`config.mk`:
```
export PLATFORM = sky130hd
export DESIGN_NAME = toy_isa_instruction_executor_unit_flat
export DESIGN_NICKNAME = d
export VERILOG_FILES = /design/src/hw/rtl/tiie_pkg.sv /design/src/hw/rtl/tiie_req_if.sv /design/src/hw/rtl/tiie_rsp_if.sv /design/src/hw/rtl/tiie_ram.sv /design/src/hw/rtl/tiie_regfile.sv /design/src/hw/rtl/tiie_exec.sv /design/src/hw/rtl/toy_isa_instruction_executor_unit.sv /design/src/flat_wrapper.sv
export SDC_FILE = /design/constraint.sdc
export NUM_CORES = 2
export LEC_CHECK = 0
export BUFFER_PORTS_ARGS = -buffer_cell sky130_fd_sc_hd__buf_2
export CAP_MARGIN = 15
export CORE_MARGIN = 1.5
export CORE_UTILIZATION = 53
export CTS_CLUSTER_SIZE = 12
export DETAILED_ROUTE_END_ITERATION = 6
export PLACE_DENSITY = 0.72
export SKIP_LAST_GASP = 1
export SYNTH_ARGS = -nofsm -noshare
export SYNTH_HDL_FRONTEND = slang
export SYNTH_SLANG_ARGS = --single-unit
```
`constraint.sdc`:
```
create_clock -name clk_i -period 7.1 [get_ports clk_i]
set_input_delay 1.42 -clock clk_i [delete_from_list [all_inputs] [get_ports clk_i]]
set_output_delay 1.42 -clock clk_i [all_outputs]
set_load 0.02 [all_outputs]
```
`src/hw/rtl/tiie_pkg.sv`:
```
// ----------------------------------------------------------------------------
// Toy ISA instruction executor: shared package
// Field widths, request, opcode and class codes, pipeline payload types and
// the operand-select helper used by both the front end and the execute stage.
// ----------------------------------------------------------------------------
`timescale 1ns / 1ps

package tiie_pkg;

  // Fixed field widths of the transaction payloads.
  localparam int REQ_TYPE_W = 2;
  localparam int INSTR_W    = 16;
  localparam int BYTE_W     = 8;
  localparam int REG_NUM_W  = 4;
  localparam int CLASS_W    = 3;

  // Default sizes of the machine.
  localparam int DEF_REG_COUNT = 16;
  localparam int DEF_MEM_BYTES = 256;
  localparam int DEF_PC_BITS   = 8;

  // Request types carried by an input transaction.
  typedef enum logic [REQ_TYPE_W-1:0] {
    REQ_EXEC     = 2'd0,
    REQ_LOAD_REG = 2'd1,
    REQ_LOAD_MEM = 2'd2
  } req_e;

  // Instruction opcodes; the remaining codes are illegal.
  typedef enum logic [3:0] {
    OP_ADD   = 4'd0,
    OP_SUB   = 4'd1,
    OP_MUL   = 4'd2,
    OP_INC   = 4'd3,
    OP_AND   = 4'd4,
    OP_OR    = 4'd5,
    OP_NOT   = 4'd6,
    OP_XOR   = 4'd7,
    OP_LOAD  = 4'd8,
    OP_STORE = 4'd9,
    OP_JMP   = 4'd10,
    OP_BEQZ  = 4'd11,
    OP_HLT   = 4'd15
  } op_e;

  // Instruction class reported with each result.
  typedef enum logic [CLASS_W-1:0] {
    CLS_ARITH = 3'd0,
    CLS_LOGIC = 3'd1,
    CLS_DATA  = 3'd2,
    CLS_CTRL  = 3'd3,
    CLS_HALT  = 3'd4,
    CLS_NONE  = 3'd5
  } cls_e;

  // Request held in the execute stage register.
  typedef struct packed {
    logic [REQ_TYPE_W-1:0] req_type;
    logic [INSTR_W-1:0]    instr;
    logic [BYTE_W-1:0]     paddr;
    logic [BYTE_W-1:0]     pval;
  } s1_t;

  // Result stage payload: reported fields plus the deferred state writes.
  typedef struct packed {
    logic [BYTE_W-1:0]    next_pc;
    logic                 branch_taken;
    logic                 halted;
    logic                 illegal_op;
    cls_e                 instr_class;
    logic                 reg_write;
    logic [REG_NUM_W-1:0] reg_number;
    logic [BYTE_W-1:0]    reg_value;
    logic                 mem_write;
    logic [BYTE_W-1:0]    mem_address;
    logic [BYTE_W-1:0]    mem_value;
    logic                 is_load;
    logic                 rf_we;
    logic [REG_NUM_W-1:0] rf_waddr;
    logic [BYTE_W-1:0]    rf_wdata;
    logic                 dm_we;
    logic [BYTE_W-1:0]    dm_addr;
    logic [BYTE_W-1:0]    dm_wdata;
  } s2_t;

  // Register read on the second operand port: INC, STORE and BEQZ read the
  // destination field, every other instruction reads the third field.
  function automatic logic [REG_NUM_W-1:0] opb_field(input logic [INSTR_W-1:0] instr);
    logic [3:0] op;
    op = instr[15:12];
    if (op == OP_INC || op == OP_STORE || op == OP_BEQZ) begin
      return instr[11:8];
    end
    return instr[3:0];
  endfunction

endpackage

```
`src/hw/rtl/tiie_req_if.sv`:
```
// ----------------------------------------------------------------------------
// Toy ISA instruction executor: request channel
// Valid/ready channel that carries one execute or preload request.
// ----------------------------------------------------------------------------
`timescale 1ns / 1ps

interface tiie_req_if import tiie_pkg::*; ();

  logic                  valid;
  logic                  ready;
  logic [REQ_TYPE_W-1:0] req_type;
  logic [INSTR_W-1:0]    instr_word;
  logic [BYTE_W-1:0]     preload_addr;
  logic [BYTE_W-1:0]     preload_value;

  modport source (
    output valid, req_type, instr_word, preload_addr, preload_value,
    input  ready
  );

  modport sink (
    input  valid, req_type, instr_word, preload_addr, preload_value,
    output ready
  );

endinterface

```
`src/hw/rtl/tiie_rsp_if.sv`:
```
// ----------------------------------------------------------------------------
// Toy ISA instruction executor: result channel
// Valid/ready channel that carries the result of one request.
// ----------------------------------------------------------------------------
`timescale 1ns / 1ps

interface tiie_rsp_if import tiie_pkg::*; ();

  logic                     valid;
  logic                     ready;
  logic [BYTE_W-1:0]        next_pc;
  logic                     branch_taken;
  logic                     halted;
  logic                     illegal_op;
  logic [CLASS_W-1:0]       instr_class;
  logic                     reg_write;
  logic [REG_NUM_W-1:0]     reg_number;
  logic signed [BYTE_W-1:0] reg_value;
  logic                     mem_write;
  logic [BYTE_W-1:0]        mem_address;
  logic [BYTE_W-1:0]        mem_value;

  modport source (
    output valid, next_pc, branch_taken, halted, illegal_op, instr_class,
           reg_write, reg_number, reg_value, mem_write, mem_address, mem_value,
    input  ready
  );

  modport sink (
    input  valid, next_pc, branch_taken, halted, illegal_op, instr_class,
           reg_write, reg_number, reg_value, mem_write, mem_address, mem_value,
    output ready
  );

endinterface

```
`src/hw/rtl/tiie_ram.sv`:
```
// ----------------------------------------------------------------------------
// Toy ISA instruction executor: generic RAM
// One write port, one read port with registered read data. A read of the
// address written at the same edge returns the new data.
// ----------------------------------------------------------------------------
`timescale 1ns / 1ps

module tiie_ram import tiie_pkg::*; #(
  parameter int DATA_W = BYTE_W,
  parameter int DEPTH  = DEF_MEM_BYTES,
  localparam int AW    = $clog2(DEPTH)
) (
  input  logic              clk_i,
  input  logic              we_i,
  input  logic [AW-1:0]     waddr_i,
  input  logic [DATA_W-1:0] wdata_i,
  input  logic              re_i,
  input  logic [AW-1:0]     raddr_i,
  output logic [DATA_W-1:0] rdata_o
);

  logic [DATA_W-1:0] mem_q [DEPTH];
  logic [DATA_W-1:0] rdata_q;

  // Storage array.
  always_ff @(posedge clk_i) begin
    if (we_i) begin
      mem_q[waddr_i] <= wdata_i;
    end
  end

  // Registered read, write data passed through on an address match.
  always_ff @(posedge clk_i) begin
    if (re_i) begin
      if (we_i && (waddr_i == raddr_i)) begin
        rdata_q <= wdata_i;
      end else begin
        rdata_q <= mem_q[raddr_i];
      end
    end
  end

  assign rdata_o = rdata_q;

endmodule

```
`src/hw/rtl/tiie_regfile.sv`:
```
// ----------------------------------------------------------------------------
// Toy ISA instruction executor: register file
// Two registered read ports built from two RAM copies that share one write
// port. Per-register valid bits make unwritten and absent registers read zero.
// ----------------------------------------------------------------------------
`timescale 1ns / 1ps

module tiie_regfile import tiie_pkg::*; #(
  parameter int REG_COUNT = DEF_REG_COUNT
) (
  input  logic                 clk_i,
  input  logic                 rst_ni,
  input  logic                 rd_en_i,
  input  logic [REG_NUM_W-1:0] rd_num_a_i,
  input  logic [REG_NUM_W-1:0] rd_num_b_i,
  input  logic                 wr_en_i,
  input  logic [REG_NUM_W-1:0] wr_num_i,
  input  logic [BYTE_W-1:0]    wr_data_i,
  output logic [BYTE_W-1:0]    rd_data_a_o,
  output logic [BYTE_W-1:0]    rd_data_b_o
);

  localparam int RA_W = $clog2(REG_COUNT);

  logic [REG_COUNT-1:0] vld_q;
  logic                 hit_a_q, hit_b_q;
  logic                 range_a, range_b;
  logic [RA_W-1:0]      idx_a, idx_b, idx_w;
  logic [BYTE_W-1:0]    ram_a, ram_b;

  assign idx_a   = rd_num_a_i[RA_W-1:0];
  assign idx_b   = rd_num_b_i[RA_W-1:0];
  assign idx_w   = wr_num_i[RA_W-1:0];
  assign range_a = 32'(rd_num_a_i) < REG_COUNT;
  assign range_b = 32'(rd_num_b_i) < REG_COUNT;

  // Valid bits: set on the first write, cleared by reset.
  always_ff @(posedge clk_i or negedge rst_ni) begin
    if (!rst_ni) begin
      vld_q   <= '0;
      hit_a_q <= 1'b0;
      hit_b_q <= 1'b0;
    end else begin
      if (wr_en_i) begin
        vld_q[idx_w] <= 1'b1;
      end
      if (rd_en_i) begin
        hit_a_q <= range_a && (vld_q[idx_a] || (wr_en_i && (wr_num_i == rd_num_a_i)));
        hit_b_q <= range_b && (vld_q[idx_b] || (wr_en_i && (wr_num_i == rd_num_b_i)));
      end
    end
  end

  // One RAM copy per read port.
  tiie_ram #(
    .DATA_W (BYTE_W),
    .DEPTH  (REG_COUNT)
  ) u_ram_a (
    .clk_i   (clk_i),
    .we_i    (wr_en_i),
    .waddr_i (idx_w),
    .wdata_i (wr_data_i),
    .re_i    (rd_en_i),
    .raddr_i (idx_a),
    .rdata_o (ram_a)
  );

  tiie_ram #(
    .DATA_W (BYTE_W),
    .DEPTH  (REG_COUNT)
  ) u_ram_b (
    .clk_i   (clk_i),
    .we_i    (wr_en_i),
    .waddr_i (idx_w),
    .wdata_i (wr_data_i),
    .re_i    (rd_en_i),
    .raddr_i (idx_b),
    .rdata_o (ram_b)
  );

  assign rd_data_a_o = hit_a_q ? ram_a : '0;
  assign rd_data_b_o = hit_b_q ? ram_b : '0;

endmodule

```
`src/hw/rtl/tiie_exec.sv`:
```
// ----------------------------------------------------------------------------
// Toy ISA instruction executor: execute stage
// Decodes the held request, runs the ALU, forms memory addresses and the next
// program counter, and builds the result stage payload.
// ----------------------------------------------------------------------------
`timescale 1ns / 1ps

module tiie_exec import tiie_pkg::*; #(
  parameter int REG_COUNT = DEF_REG_COUNT,
  parameter int MEM_BYTES = DEF_MEM_BYTES,
  parameter int PC_BITS   = DEF_PC_BITS
) (
  input  s1_t               s1_i,
  input  logic [BYTE_W-1:0] opa_i,
  input  logic [BYTE_W-1:0] opb_i,
  input  logic [PC_BITS-1:0] pc_i,
  input  logic              halt_i,
  output s2_t               res_o,
  output logic [PC_BITS-1:0] pc_o,
  output logic              halt_o
);

  localparam int PCX = (PC_BITS > 8) ? PC_BITS : 8;

  // Reduce an 8-bit address modulo the memory size by conditional subtraction.
  function automatic logic [BYTE_W-1:0] mem_wrap(input logic [BYTE_W-1:0] x);
    logic [12:0] r;
    r = 13'(x);
    for (int k = 4; k >= 0; k--) begin
      if (r >= (13'(MEM_BYTES) << k)) begin
        r = r - (13'(MEM_BYTES) << k);
      end
    end
    return r[BYTE_W-1:0];
  endfunction

  logic [3:0]           op;
  logic [3:0]           f1;
  logic [3:0]           f3;
  logic                 dest_ok;
  logic [BYTE_W-1:0]    mem_idx;
  logic [2*BYTE_W-1:0]  prod;
  logic [BYTE_W-1:0]    off8;
  logic [PCX-1:0]       pc_ext, pc_inc_x, pc_br_x;
  logic [PC_BITS-1:0]   pc_seq, pc_br;
  logic                 wr_reg;
  logic [BYTE_W-1:0]    val;
  logic                 taken;

  assign op      = s1_i.instr[15:12];
  assign f1      = s1_i.instr[11:8];
  assign f3      = s1_i.instr[3:0];
  assign dest_ok = 32'(f1) < REG_COUNT;
  assign mem_idx = mem_wrap(opa_i + 8'($signed(f3)));
  assign prod    = opa_i * opb_i;

  // Sequential and branch targets.
  assign off8     = (op == OP_JMP) ? s1_i.instr[11:4] : s1_i.instr[7:0];
  assign pc_ext   = PCX'(pc_i);
  assign pc_inc_x = pc_ext + PCX'(1);
  assign pc_br_x  = pc_inc_x + PCX'($signed(off8));
  assign pc_seq   = pc_inc_x[PC_BITS-1:0];
  assign pc_br    = pc_br_x[PC_BITS-1:0];

  // Request decode and execution.
  always_comb begin
    res_o             = '0;
    res_o.instr_class = CLS_NONE;
    pc_o              = pc_i;
    halt_o            = halt_i;
    wr_reg            = 1'b0;
    val               = '0;
    taken             = 1'b0;
    unique case (s1_i.req_type)
      REQ_EXEC: begin
        if (!halt_i) begin
          pc_o = pc_seq;
          unique case (op)
            OP_ADD: begin
              res_o.instr_class = CLS_ARITH;
              wr_reg            = 1'b1;
              val               = opa_i + opb_i;
            end
            OP_SUB: begin
              res_o.instr_class = CLS_ARITH;
              wr_reg            = 1'b1;
              val               = opa_i - opb_i;
            end
            OP_MUL: begin
              res_o.instr_class = CLS_ARITH;
              wr_reg            = 1'b1;
              val               = prod[BYTE_W-1:0];
            end
            OP_INC: begin
              res_o.instr_class = CLS_ARITH;
              wr_reg            = 1'b1;
              val               = opb_i + 8'd1;
            end
            OP_AND: begin
              res_o.instr_class = CLS_LOGIC;
              wr_reg            = 1'b1;
              val               = opa_i & opb_i;
            end
            OP_OR: begin
              res_o.instr_class = CLS_LOGIC;
              wr_reg            = 1'b1;
              val               = opa_i | opb_i;
            end
            OP_NOT: begin
              res_o.instr_class = CLS_LOGIC;
              wr_reg            = 1'b1;
              val               = ~opa_i;
            end
            OP_XOR: begin
              res_o.instr_class = CLS_LOGIC;
              wr_reg            = 1'b1;
              val               = opa_i ^ opb_i;
            end
            OP_LOAD: begin
              // The loaded byte arrives from the data memory in the result stage.
              res_o.instr_class = CLS_DATA;
              wr_reg            = 1'b1;
              res_o.is_load     = 1'b1;
              res_o.dm_addr     = mem_idx;
              res_o.mem_address = mem_idx;
            end
            OP_STORE: begin
              res_o.instr_class = CLS_DATA;
              res_o.dm_we       = 1'b1;
              res_o.dm_addr     = mem_idx;
              res_o.dm_wdata    = opb_i;
              res_o.mem_write   = 1'b1;
              res_o.mem_address = mem_idx;
              res_o.mem_value   = opb_i;
            end
            OP_JMP: begin
              res_o.instr_class = CLS_CTRL;
              taken             = 1'b1;
              pc_o              = pc_br;
            end
            OP_BEQZ: begin
              res_o.instr_class = CLS_CTRL;
              if (opb_i == '0) begin
                taken = 1'b1;
                pc_o  = pc_br;
              end
            end
            OP_HLT: begin
              res_o.instr_class = CLS_HALT;
              halt_o            = 1'b1;
              pc_o              = pc_i;
            end
            default: begin
              res_o.illegal_op = 1'b1;
            end
          endcase
          if (wr_reg && dest_ok) begin
            res_o.rf_we      = 1'b1;
            res_o.rf_waddr   = f1;
            res_o.rf_wdata   = val;
            res_o.reg_write  = 1'b1;
            res_o.reg_number = f1;
            res_o.reg_value  = val;
          end
        end
      end
      REQ_LOAD_REG: begin
        res_o.rf_we    = 32'(s1_i.paddr) < REG_COUNT;
        res_o.rf_waddr = s1_i.paddr[REG_NUM_W-1:0];
        res_o.rf_wdata = s1_i.pval;
      end
      REQ_LOAD_MEM: begin
        res_o.dm_we    = 32'(s1_i.paddr) < MEM_BYTES;
        res_o.dm_addr  = s1_i.paddr;
        res_o.dm_wdata = s1_i.pval;
      end
      default: begin
        // Unknown request types change nothing.
      end
    endcase
    res_o.next_pc      = BYTE_W'(pc_o);
    res_o.halted       = halt_o;
    res_o.branch_taken = taken;
  end

endmodule

```
`src/hw/rtl/toy_isa_instruction_executor_unit.sv`:
```
// ----------------------------------------------------------------------------
// Toy ISA instruction executor unit
// A request is held in the execute stage register and then in the result stage
// register, whose contents form the result transaction.
// Throughput: one transaction per cycle while the result channel is ready; the
// register file is read at acceptance and the data memory as an item advances.
// Reset clears the pipeline, the program counter, the halt flag and the
// register file valid bits; the data memory is not cleared.
// ----------------------------------------------------------------------------
`timescale 1ns / 1ps

module toy_isa_instruction_executor_unit import tiie_pkg::*; #(
  parameter int REG_COUNT = DEF_REG_COUNT,
  parameter int MEM_BYTES = DEF_MEM_BYTES,
  parameter int PC_BITS   = DEF_PC_BITS
) (
  input  logic      clk_i,
  input  logic      rst_ni,
  tiie_req_if.sink  req_i,
  tiie_rsp_if.source rsp_o
);

  localparam int MA_W = $clog2(MEM_BYTES);

  logic               s1_valid_q, s2_valid_q;
  s1_t                s1_q;
  s2_t                s2_q, exe_res;
  logic [PC_BITS-1:0] pc_q, pc_d;
  logic               halt_q, halt_d;
  logic               s2_ready, s1_adv, req_acc, rsp_acc;
  logic [BYTE_W-1:0]  rf_a, rf_b, opa, opb, fwd_val, dm_rdata;
  logic [REG_NUM_W-1:0] fa, fb;
  logic               fwd_ok;

  // Pipeline handshake.
  assign s2_ready    = !s2_valid_q || rsp_o.ready;
  assign s1_adv      = s1_valid_q && s2_ready;
  assign req_i.ready = !s1_valid_q || s2_ready;
  assign req_acc     = req_i.valid && req_i.ready;
  assign rsp_acc     = s2_valid_q && rsp_o.ready;

  // Register file, read as a transaction is accepted, written as a result leaves.
  tiie_regfile #(
    .REG_COUNT (REG_COUNT)
  ) u_regfile (
    .clk_i       (clk_i),
    .rst_ni      (rst_ni),
    .rd_en_i     (req_acc),
    .rd_num_a_i  (req_i.instr_word[7:4]),
    .rd_num_b_i  (opb_field(req_i.instr_word)),
    .wr_en_i     (rsp_acc && s2_q.rf_we),
    .wr_num_i    (s2_q.rf_waddr),
    .wr_data_i   (fwd_val),
    .rd_data_a_o (rf_a),
    .rd_data_b_o (rf_b)
  );

  // Forward the pending write of the result stage to the execute stage.
  assign fa      = s1_q.instr[7:4];
  assign fb      = opb_field(s1_q.instr);
  assign fwd_val = s2_q.is_load ? dm_rdata : s2_q.rf_wdata;
  assign fwd_ok  = s2_valid_q && s2_q.rf_we;
  assign opa     = (fwd_ok && (s2_q.rf_waddr == fa)) ? fwd_val : rf_a;
  assign opb     = (fwd_ok && (s2_q.rf_waddr == fb)) ? fwd_val : rf_b;

  tiie_exec #(
    .REG_COUNT (REG_COUNT),
    .MEM_BYTES (MEM_BYTES),
    .PC_BITS   (PC_BITS)
  ) u_exec (
    .s1_i   (s1_q),
    .opa_i  (opa),
    .opb_i  (opb),
    .pc_i   (pc_q),
    .halt_i (halt_q),
    .res_o  (exe_res),
    .pc_o   (pc_d),
    .halt_o (halt_d)
  );

  // Data memory, read as an item enters the result stage, written as it leaves.
  tiie_ram #(
    .DATA_W (BYTE_W),
    .DEPTH  (MEM_BYTES)
  ) u_dmem (
    .clk_i   (clk_i),
    .we_i    (rsp_acc && s2_q.dm_we),
    .waddr_i (s2_q.dm_addr[MA_W-1:0]),
    .wdata_i (s2_q.dm_wdata),
    .re_i    (s1_adv),
    .raddr_i (exe_res.dm_addr[MA_W-1:0]),
    .rdata_o (dm_rdata)
  );

  // Control state: stage valid flags, program counter and halt flag.
  always_ff @(posedge clk_i or negedge rst_ni) begin
    if (!rst_ni) begin
      s1_valid_q <= 1'b0;
      s2_valid_q <= 1'b0;
      pc_q       <= '0;
      halt_q     <= 1'b0;
    end else begin
      if (req_i.ready) begin
        s1_valid_q <= req_i.valid;
      end
      if (s2_ready) begin
        s2_valid_q <= s1_valid_q;
      end
      if (s1_adv) begin
        pc_q   <= pc_d;
        halt_q <= halt_d;
      end
    end
  end

  // Stage payload registers.
  always_ff @(posedge clk_i) begin
    if (req_acc) begin
      s1_q.req_type <= req_i.req_type;
      s1_q.instr    <= req_i.instr_word;
      s1_q.paddr    <= req_i.preload_addr;
      s1_q.pval     <= req_i.preload_value;
    end
    if (s1_adv) begin
      s2_q <= exe_res;
    end
  end

  // Result transaction; loads take their byte from the data memory.
  assign rsp_o.valid        = s2_valid_q;
  assign rsp_o.next_pc      = s2_q.next_pc;
  assign rsp_o.branch_taken = s2_q.branch_taken;
  assign rsp_o.halted       = s2_q.halted;
  assign rsp_o.illegal_op   = s2_q.illegal_op;
  assign rsp_o.instr_class  = s2_q.instr_class;
  assign rsp_o.reg_write    = s2_q.reg_write;
  assign rsp_o.reg_number   = s2_q.reg_number;
  assign rsp_o.reg_value    = (s2_q.is_load && s2_q.reg_write) ? dm_rdata : s2_q.reg_value;
  assign rsp_o.mem_write    = s2_q.mem_write;
  assign rsp_o.mem_address  = s2_q.mem_address;
  assign rsp_o.mem_value    = s2_q.is_load ? dm_rdata : s2_q.mem_value;

  // Once halted, the machine stays halted.
  a_halt_sticky: assert property (@(posedge clk_i) disable iff (!rst_ni)
    halt_q |=> halt_q)
    else $error("halt flag cleared without reset");

  // A halted machine never moves its program counter.
  a_halt_pc: assert property (@(posedge clk_i) disable iff (!rst_ni)
    (s1_adv && halt_q) |=> (pc_q == $past(pc_q)))
    else $error("program counter moved while halted");

  // An illegal opcode writes neither a register nor memory.
  a_illegal_quiet: assert property (@(posedge clk_i) disable iff (!rst_ni)
    (s2_valid_q && s2_q.illegal_op) |-> (!s2_q.rf_we && !s2_q.dm_we))
    else $error("illegal opcode caused a state write");

  // No single transaction writes both the register file and the data memory.
  a_one_write: assert property (@(posedge clk_i) disable iff (!rst_ni)
    s2_valid_q |-> !(s2_q.rf_we && s2_q.dm_we))
    else $error("register and memory write in one transaction");

endmodule
```
`src/flat_wrapper.sv`:
```
// flat-port wrapper written by rule: the top's interface ports become plain ports
module toy_isa_instruction_executor_unit_flat import tiie_pkg::*;
#(
  parameter int REG_COUNT = DEF_REG_COUNT,
  parameter int MEM_BYTES = DEF_MEM_BYTES,
  parameter int PC_BITS   = DEF_PC_BITS
)
  (clk_i, rst_ni, req_i_valid, req_i_req_type, req_i_instr_word, req_i_preload_addr, req_i_preload_value, req_i_ready, rsp_o_valid, rsp_o_next_pc, rsp_o_branch_taken, rsp_o_halted, rsp_o_illegal_op, rsp_o_instr_class, rsp_o_reg_write, rsp_o_reg_number, rsp_o_reg_value, rsp_o_mem_write, rsp_o_mem_address, rsp_o_mem_value, rsp_o_ready);
  tiie_req_if req_i_i ();
  tiie_rsp_if rsp_o_i ();
  input  logic clk_i;
  input  logic rst_ni;
  input wire logic [$bits(req_i_i.valid)-1:0] req_i_valid;
  input wire logic [$bits(req_i_i.req_type)-1:0] req_i_req_type;
  input wire logic [$bits(req_i_i.instr_word)-1:0] req_i_instr_word;
  input wire logic [$bits(req_i_i.preload_addr)-1:0] req_i_preload_addr;
  input wire logic [$bits(req_i_i.preload_value)-1:0] req_i_preload_value;
  output wire logic [$bits(req_i_i.ready)-1:0] req_i_ready;
  output wire logic [$bits(rsp_o_i.valid)-1:0] rsp_o_valid;
  output wire logic [$bits(rsp_o_i.next_pc)-1:0] rsp_o_next_pc;
  output wire logic [$bits(rsp_o_i.branch_taken)-1:0] rsp_o_branch_taken;
  output wire logic [$bits(rsp_o_i.halted)-1:0] rsp_o_halted;
  output wire logic [$bits(rsp_o_i.illegal_op)-1:0] rsp_o_illegal_op;
  output wire logic [$bits(rsp_o_i.instr_class)-1:0] rsp_o_instr_class;
  output wire logic [$bits(rsp_o_i.reg_write)-1:0] rsp_o_reg_write;
  output wire logic [$bits(rsp_o_i.reg_number)-1:0] rsp_o_reg_number;
  output wire logic [$bits(rsp_o_i.reg_value)-1:0] rsp_o_reg_value;
  output wire logic [$bits(rsp_o_i.mem_write)-1:0] rsp_o_mem_write;
  output wire logic [$bits(rsp_o_i.mem_address)-1:0] rsp_o_mem_address;
  output wire logic [$bits(rsp_o_i.mem_value)-1:0] rsp_o_mem_value;
  input wire logic [$bits(rsp_o_i.ready)-1:0] rsp_o_ready;
  assign req_i_i.valid = req_i_valid;
  assign req_i_i.req_type = req_i_req_type;
  assign req_i_i.instr_word = req_i_instr_word;
  assign req_i_i.preload_addr = req_i_preload_addr;
  assign req_i_i.preload_value = req_i_preload_value;
  assign req_i_ready = req_i_i.ready;
  assign rsp_o_valid = rsp_o_i.valid;
  assign rsp_o_next_pc = rsp_o_i.next_pc;
  assign rsp_o_branch_taken = rsp_o_i.branch_taken;
  assign rsp_o_halted = rsp_o_i.halted;
  assign rsp_o_illegal_op = rsp_o_i.illegal_op;
  assign rsp_o_instr_class = rsp_o_i.instr_class;
  assign rsp_o_reg_write = rsp_o_i.reg_write;
  assign rsp_o_reg_number = rsp_o_i.reg_number;
  assign rsp_o_reg_value = rsp_o_i.reg_value;
  assign rsp_o_mem_write = rsp_o_i.mem_write;
  assign rsp_o_mem_address = rsp_o_i.mem_address;
  assign rsp_o_mem_value = rsp_o_i.mem_value;
  assign rsp_o_i.ready = rsp_o_ready;
  toy_isa_instruction_executor_unit #(.REG_COUNT(REG_COUNT), .MEM_BYTES(MEM_BYTES), .PC_BITS(PC_BITS)) u_core (.clk_i(clk_i), .rst_ni(rst_ni), .req_i(req_i_i), .rsp_o(rsp_o_i));
endmodule
```
# --- Word level (Yosys, flattened, before mapping) ---
# Memory sizes are Yosys's and may differ from the RTL's. A register that Yosys moved wholly into a read port is not among the register bits.
# Index checks and enable logic that the tools add are counted.
classes:
  add_sub_neg: 6
  mul: 1
  n_lt_le_gt_ge: 5
  n_eq_ne: 21
  n_mux: 47
  n_bitwise: 6
  reduce_logical: 32
ops:
  columns: ["cell", "count"]
  rows:
  - ["two-way mux 8 bit", 13]
  - ["one-hot mux 8 bit (8 select lines)", 1]
  - ["one-hot mux 17 bit (2 select lines)", 1]
  - ["two-way mux 30 bit", 1]
  - ["== test 4 bit (second input constant)", 7]
  - ["one-hot mux 13 bit (2 select lines)", 1]
  - ["adder 8 bit", 3]
  - ["one-hot mux 8 bit (3 select lines)", 1]
  - ["two-way mux 1 bit", 19]
  - ["adder 8 x 1 -> 8 bit (second input constant)", 2]
  - ["== test 4 x 3 -> 1 bit (second input constant)", 4]
  - ["== test 4 bit", 4]
  - ["two-way mux 4 bit", 4]
  - ["OR 16 bit", 1]
  - ["< comparator 4 x 5 -> 1 bit (second input constant)", 3]
  - ["one-hot mux 3 bit (5 select lines)", 1]
  - ["two-way mux 13 bit", 1]
  - ["OR reduction 13 bit", 1]
  - ["== test 4 x 2 -> 1 bit (second input constant)", 3]
  - ["logical AND 1 bit", 12]
  - ["OR reduction 9 bit", 1]
  - ["bitwise AND 8 bit", 1]
  - ["binary-select mux 1 bit (select 4 bit)", 2]
  - ["zero test 8 bit", 1]
  - ["other kinds (19)", 30]
word_totals:
  ff_bits: 138
  ramBits: 2304
  inputBits: 38
  out_inout_bits: 46
  word_cells: 150
  n_memories: 3
memory_table:
  columns: ["name", "words", "word_bits", "rd", "rd_ports_with_merged_regs", "wr", "line", "text"]
  rows:
  - ["u_core.u_dmem.mem_q", 256, 8, 1, 1, 1, "tiie_ram.sv:22", "logic [DATA_W-1:0] mem_q [DEPTH];"]
  - ["u_core.u_regfile.u_ram_a.mem_q", 16, 8, 1, 1, 1, "tiie_ram.sv:22", null]
  - ["u_core.u_regfile.u_ram_b.mem_q", 16, 8, 1, 1, 1, "tiie_ram.sv:22", null]

# --- Depth between registers and ports, before layout ---
logic_depth:
  ltp_word: 13
  depth_mapped: 26

# --- Hierarchy ---
# A second synthesis with hierarchy kept.
hier_totals:
  cells_unflattened: 5375
  area_unflattened_um2: 100206.1
modules_own_cells:
  columns: ["mod", "instances", "cells_each", "area_each_um2", "seq_area_each_um2"]
  rows:
  - ["tiie_ram at u_core.u_dmem", 1, 4007, 79832.8, 61739.2]
  - ["tiie_ram at u_core.u_regfile.u_ram_a ...", 2, 242, 5480.3, 4083.9]
  - ["toy_isa_instruction_executor_unit", 1, 260, 4591.9, 3548.4]
  - ["tiie_exec", 1, 523, 3691.0, 0.0]
  - ["tiie_regfile", 1, 101, 1129.8, 450.4]

# --- Worst setup path before layout ---
# OpenSTA, ideal clock, no wires.
synth_timing:
  kind: "register -> register"
  from: "register u_core.s2_q[27] (netlist bit)"
  to: "register u_core.s2_q[24] (netlist bit) (data pin)"
  setup_ns: 0.271
  t_arrival_ns: 5.274
  path_slack_ns: 1.555
  stages_incl_launch_ff: 23
  period_less_slack_ns: 5.545
  cell_sequence: "edfxtp_1 clkbuf_1 a222oi_1 mux2i_1 a211oi_4 a21oi_1 a21oi_1 inv_1 ha_1 fa_1 fa_1 ha_1 inv_1 fa_1 inv_1 ha_1 a21o_1 a21oi_1 xnor2_1 xnor2_1 xnor3_1 nand2_1 a311oi_1"
synth_lines:
  columns: ["element", "line", "text"]
  rows:
  - ["start: declaration", "toy_isa_instruction_executor_unit.sv:27", "s2_t s2_q, exe_res;"]
  - ["start signal: assignment", "toy_isa_instruction_executor_unit.sv:125", "s2_q <= exe_res;"]

# --- Final worst setup path ---
layout_timing:
  from: "register u_core.s2_q[25] (netlist bit)"
  to: "register u_core.u_dmem.rdata_q[6] (netlist: u_core.u_dmem.rdata_o[6]) (read register of u_core.u_dmem.mem_q) (data pin)"
layout_between:
  elab_chain_cells: 7
layout_rtl:
  columns: ["element", "line", "text"]
  rows:
  - ["== test 4 bit", "toy_isa_instruction_executor_unit.sv:63", "assign opa = (fwd_ok && (s2_q.rf_waddr == fa)) ? fwd_val : rf_a;"]
  - ["logical AND 1 bit", "toy_isa_instruction_executor_unit.sv:63", null]
  - ["two-way mux 8 bit", "toy_isa_instruction_executor_unit.sv:63", null]
  - ["adder 8 bit", "tiie_exec.sv:54", "assign mem_idx = mem_wrap(opa_i + 8'($signed(f3)));"]
  - ["two-way mux 8 bit", "tiie_exec.sv:78", "unique case (op)"]
  - ["two-way mux 30 bit", "tiie_exec.sv:76", "if (!halt_i) begin"]
  - ["one-hot mux 17 bit (2 select lines)", "tiie_exec.sv:74", "unique case (s1_i.req_type)"]
  - ["end: declaration", "tiie_ram.sv:23", "logic [DATA_W-1:0] rdata_q;"]
# Every way passes these cells.
# A chain may end at the register's enable or synchronous reset.

==> flow_metrics.env <==
export IMPL_clkLatencyLatePin_ns=0.94
export IMPL_crit_path_max_fanout=67
export IMPL_die_area_mm2=0.1853
export IMPL_final_nets=6934
export IMPL_timing_final_crit_share_pct=96.10
export IMPL_yosysSeqAreaShare_pct=72.35
export IMPL_grt_pass1_wl_um=422700
export IMPL_setup_tns_ns=0
export IMPL_multi_input_area_mm2=0.02435
export IMPL_drive_above_1_share_pct=11.26
export IMPL_synthCells=6786
export IMPL_grt_pass1_vias=61710
export IMPL_synthArstFlopShare_pct=1.240
export IMPL_ys_flop_type="edfxtp_1"
export IMPL_synth_area_leaders="edfxtp_1 (72%), nand2_1 (3.5%), o221ai_1 (3.4%), mux4_2 (2.1%), nor2_1 (1.8%)"
export IMPL_seqCellArea_mm2=0.07006
export IMPL_htree_levels=4
export IMPL_cp_arrival_ns=7.49
export IMPL_ys_top_cells_by_count="edfxtp_1 (2309), nand2_1 (915), nor2_1 (457)"
export IMPL_cp_end_kind="flop"
export IMPL_grt_busiest_layer="met2"
export IMPL_antenna_found_initial=12
export IMPL_ant_nets=0
export IMPL_synth_area_leader_cell="edfxtp_1"
export IMPL_die_y_um=430.5
export IMPL_peakVddDrop_mv=0.2818
export IMPL_drc=0
export IMPL_synth_warnings=0
export IMPL_ios=84
export IMPL_outcome="finished, final reports clean"
export IMPL_clk_pin_slew_ns=0.06
export IMPL_syn_nets=6901
export IMPL_vias_per_cell=6.930
export IMPL_syn_cell_area_mm2=0.09684
export IMPL_gr_usage_met2_pct=45.99
export IMPL_yosysMostFrequentCell="edfxtp_1"
export IMPL_cp_data_required_time_ns=7.77
export IMPL_slew_violations=0
export IMPL_synth_top_area_share_pct=71.60
export IMPL_firstDrtPassIters=7
export IMPL_drt_iter0_markers=10730
export IMPL_start_util_pct=53.46
export IMPL_grt_total_usage_pct=31.13
export IMPL_synth_seq_cells=2338
export IMPL_power_leakage_nw=34.65
export IMPL_cp_start_kind="flop"
export IMPL_synth_edf_count=2309
export IMPL_holdWs_ns=0.4917
export IMPL_place_gp_congestion=0.9475
export IMPL_cts_root_buffer="clkbuf_16"
export IMPL_grt_start_max_net_pins=257
export IMPL_vias=64650
export IMPL_cts_buffers=230
export IMPL_fin_util_pct=59.21
export IMPL_holdBufCountCts=0
export IMPL_fin_cells=9328
export IMPL_grt_remaining_overflow=0
export IMPL_max_slew_margin_pct=4.920
export IMPL_fill_cells=13450
export IMPL_area_growth_pct=10.74
export IMPL_syn_area_per_cell_um2=14.27
export IMPL_hpwlAfterDp_um=174100
export IMPL_powerDensity_mw_per_mm2=278.1
export IMPL_cts_buffer_depth=3
export IMPL_port_buffers=83
export IMPL_die_w_um=430.5
export IMPL_max_cap_violations=0
export IMPL_wire_per_inst_um=31.40
export IMPL_cts_tree="yes"
export IMPL_routed_wl_um=292900
export IMPL_grt_util_met1_pct=42.91
export IMPL_dp_cells=8952
export IMPL_coreArea_mm2=0.1811
export IMPL_finalCriticalPeriod_ns=6.823
export IMPL_grt_util_met3_pct=9.155
export IMPL_postCtsSetupRepairBufs=0
export IMPL_fp_row_count=156
export IMPL_finalHoldViolations=0
export IMPL_hold_path_class="reg2reg"
export IMPL_max_freq_mhz=146.6
export IMPL_yosysUniqueCellTypes=81
export IMPL_finClkSkew_ns=0.1119
export IMPL_clock_sinks=2338
export IMPL_setup_violations_final=0
export IMPL_setup_worst_path_class="reg2reg"
export IMPL_rsz0062_at_grt="false"
export IMPL_tightest_slew_ns=1.426
==> worst paths after layout <==
path | cells after the start | slack, ns | to | start
setup reg to reg | 21 | 0.28 | u_core.u_dmem.rdata_o[6] | u_core.s2_q[25]
setup / recovery | 21 | 0.28 | u_core.u_dmem.rdata_o[6] | u_core.s2_q[25]
hold reg to reg | 1 | 0.49 | u_core.u_regfile.vld_q[9] | u_core.u_regfile.vld_q[9]
min in group asynchronous | 1 | 0.63 | u_core.pc_q[1] | rst_ni
max in group asynchronous | 1 | 5.90 | u_core.pc_q[3] | rst_ni
hold / removal | 1 | 0.49 | u_core.u_regfile.vld_q[9] | u_core.u_regfile.vld_q[9]
==> layout make-up <==
cell class / count / area share, %
inverters: 106 / 0.3909
repair buffers: 322 / 2.477
clock inverters: 69 / 0.7175
flip-flops and latches: 2338 / 65.33
clock buffers: 295 / 5.594
multi-input cells: 3821 / 22.71
diodes: 7 / 0.01633
well taps: 2370 / 2.765
==> placed cells by master (no fill, tap or decap), drive strengths merged, types with 84 or more instances in the layout <==
master,netlist,routed
nand2,915,915
a211oi,84,84
o21ai,190,190
mux2i,123,123
inv,104,109
buf,228,321
a31oi,179,179
a21oi,232,232
and3,108,108
clkbuf,293,296
nor2,458,458
nand3,333,333
o22ai,104,104
o221ai,373,373
edfxtp,2309,2309
mux4,90,90
==> per-layer routing <==
| layer | vias up | wire length (um) |
|---|---|---|
| li1 | 26500 | - |
| met1 | 32200 | 106300 |
| met2 | 5082 | 130300 |
| met3 | 844 | 41880 |
| met4 | 20 | 14130 |
| met5 | - | 229 |
==> state kept, by name (all words and copies together) (netlist names), 8 cells and up <==
| register | flops |
|---|---|
| u_core.u_dmem.mem_q | 2048 |
| u_core.u_regfile.u_ram_a.mem_q | 128 |
| u_core.s2_q | 47 |
| u_core.s1_q | 30 |
| u_core.u_regfile.vld_q | 16 |
| u_core.pc_q | 8 |
| u_core.rsp_o.mem_address | 8 |
| u_core.rsp_o.next_pc | 8 |
| u_core.u_dmem.rdata_o | 8 |
| u_core.u_regfile.u_ram_a.rdata_o | 8 |
| u_core.u_regfile.u_ram_b.rdata_o | 8 |
==> cell families (layout without fill, tap and decap cells) <==
| group | after synthesis | in the layout | share of synthesized area, % |
|---|---|---|---|
| fa+ha+maj | 77 | 77 | 1.119 |
| buf+inv | 627 | 792 | 2.738 |
| mux | 250 | 250 | 3.795 |
| xor+xnor | 63 | 63 | 0.6137 |
| simple gates | 1974 | 1974 | 8.759 |
| other cells | 0 | 7 | 0 |
| flops | 2338 | 2338 | 72.35 |
| compound gates | 1457 | 1457 | 10.63 |
==> what timing repair did <==
| item | in CTS | in global routing |
|---|---|---|
| endpoints found under the setup margin | 0 | 1 |
| hold endpoints to repair | 0 | 0 |
| resized for setup | 0 | 1 |
==> power breakdown <==
group,switching [mW],internal (mW)
Sequential,0.157,15.4
Combinational,2.08,0.884
Clock,5.16,6.11
Total,7.40,22.4
==> worst max-delay path, stage by stage (launching register included) <==
cell      delay (ns)
edfxtp_1        0.52
xor2_1          0.19
nor2_1          0.12
nand4_1         0.31
o21ai_0         0.63
ha_1            0.32
inv_1           0.08
fa_1            0.44
xnor2_1         0.15
buf_4           0.15
a32o_1          0.30
nand2_4         0.36
inv_8           0.30
nor2_4          0.76
buf_4           0.37
a31oi_1         0.11
nand3_1         0.17
nand3_1         0.14
o211ai_1        0.56
a31oi_1         0.28
nor3_1          0.24
nor2_1          0.07
==> metrics by stage <==
stage	setup WS, ns	power [mW]	instance area, um2
after floorplan	1.555	17.63	96840
after detailed placement	0.1770	18.72	100400
after global routing	0.1475	30.50	107200
after CTS	0.2318	29.75	107200
final	0.2766	29.82	107200
after global placement	0.1861	18.67	100400
Note: power is estimated with default switching activity, not from simulation.
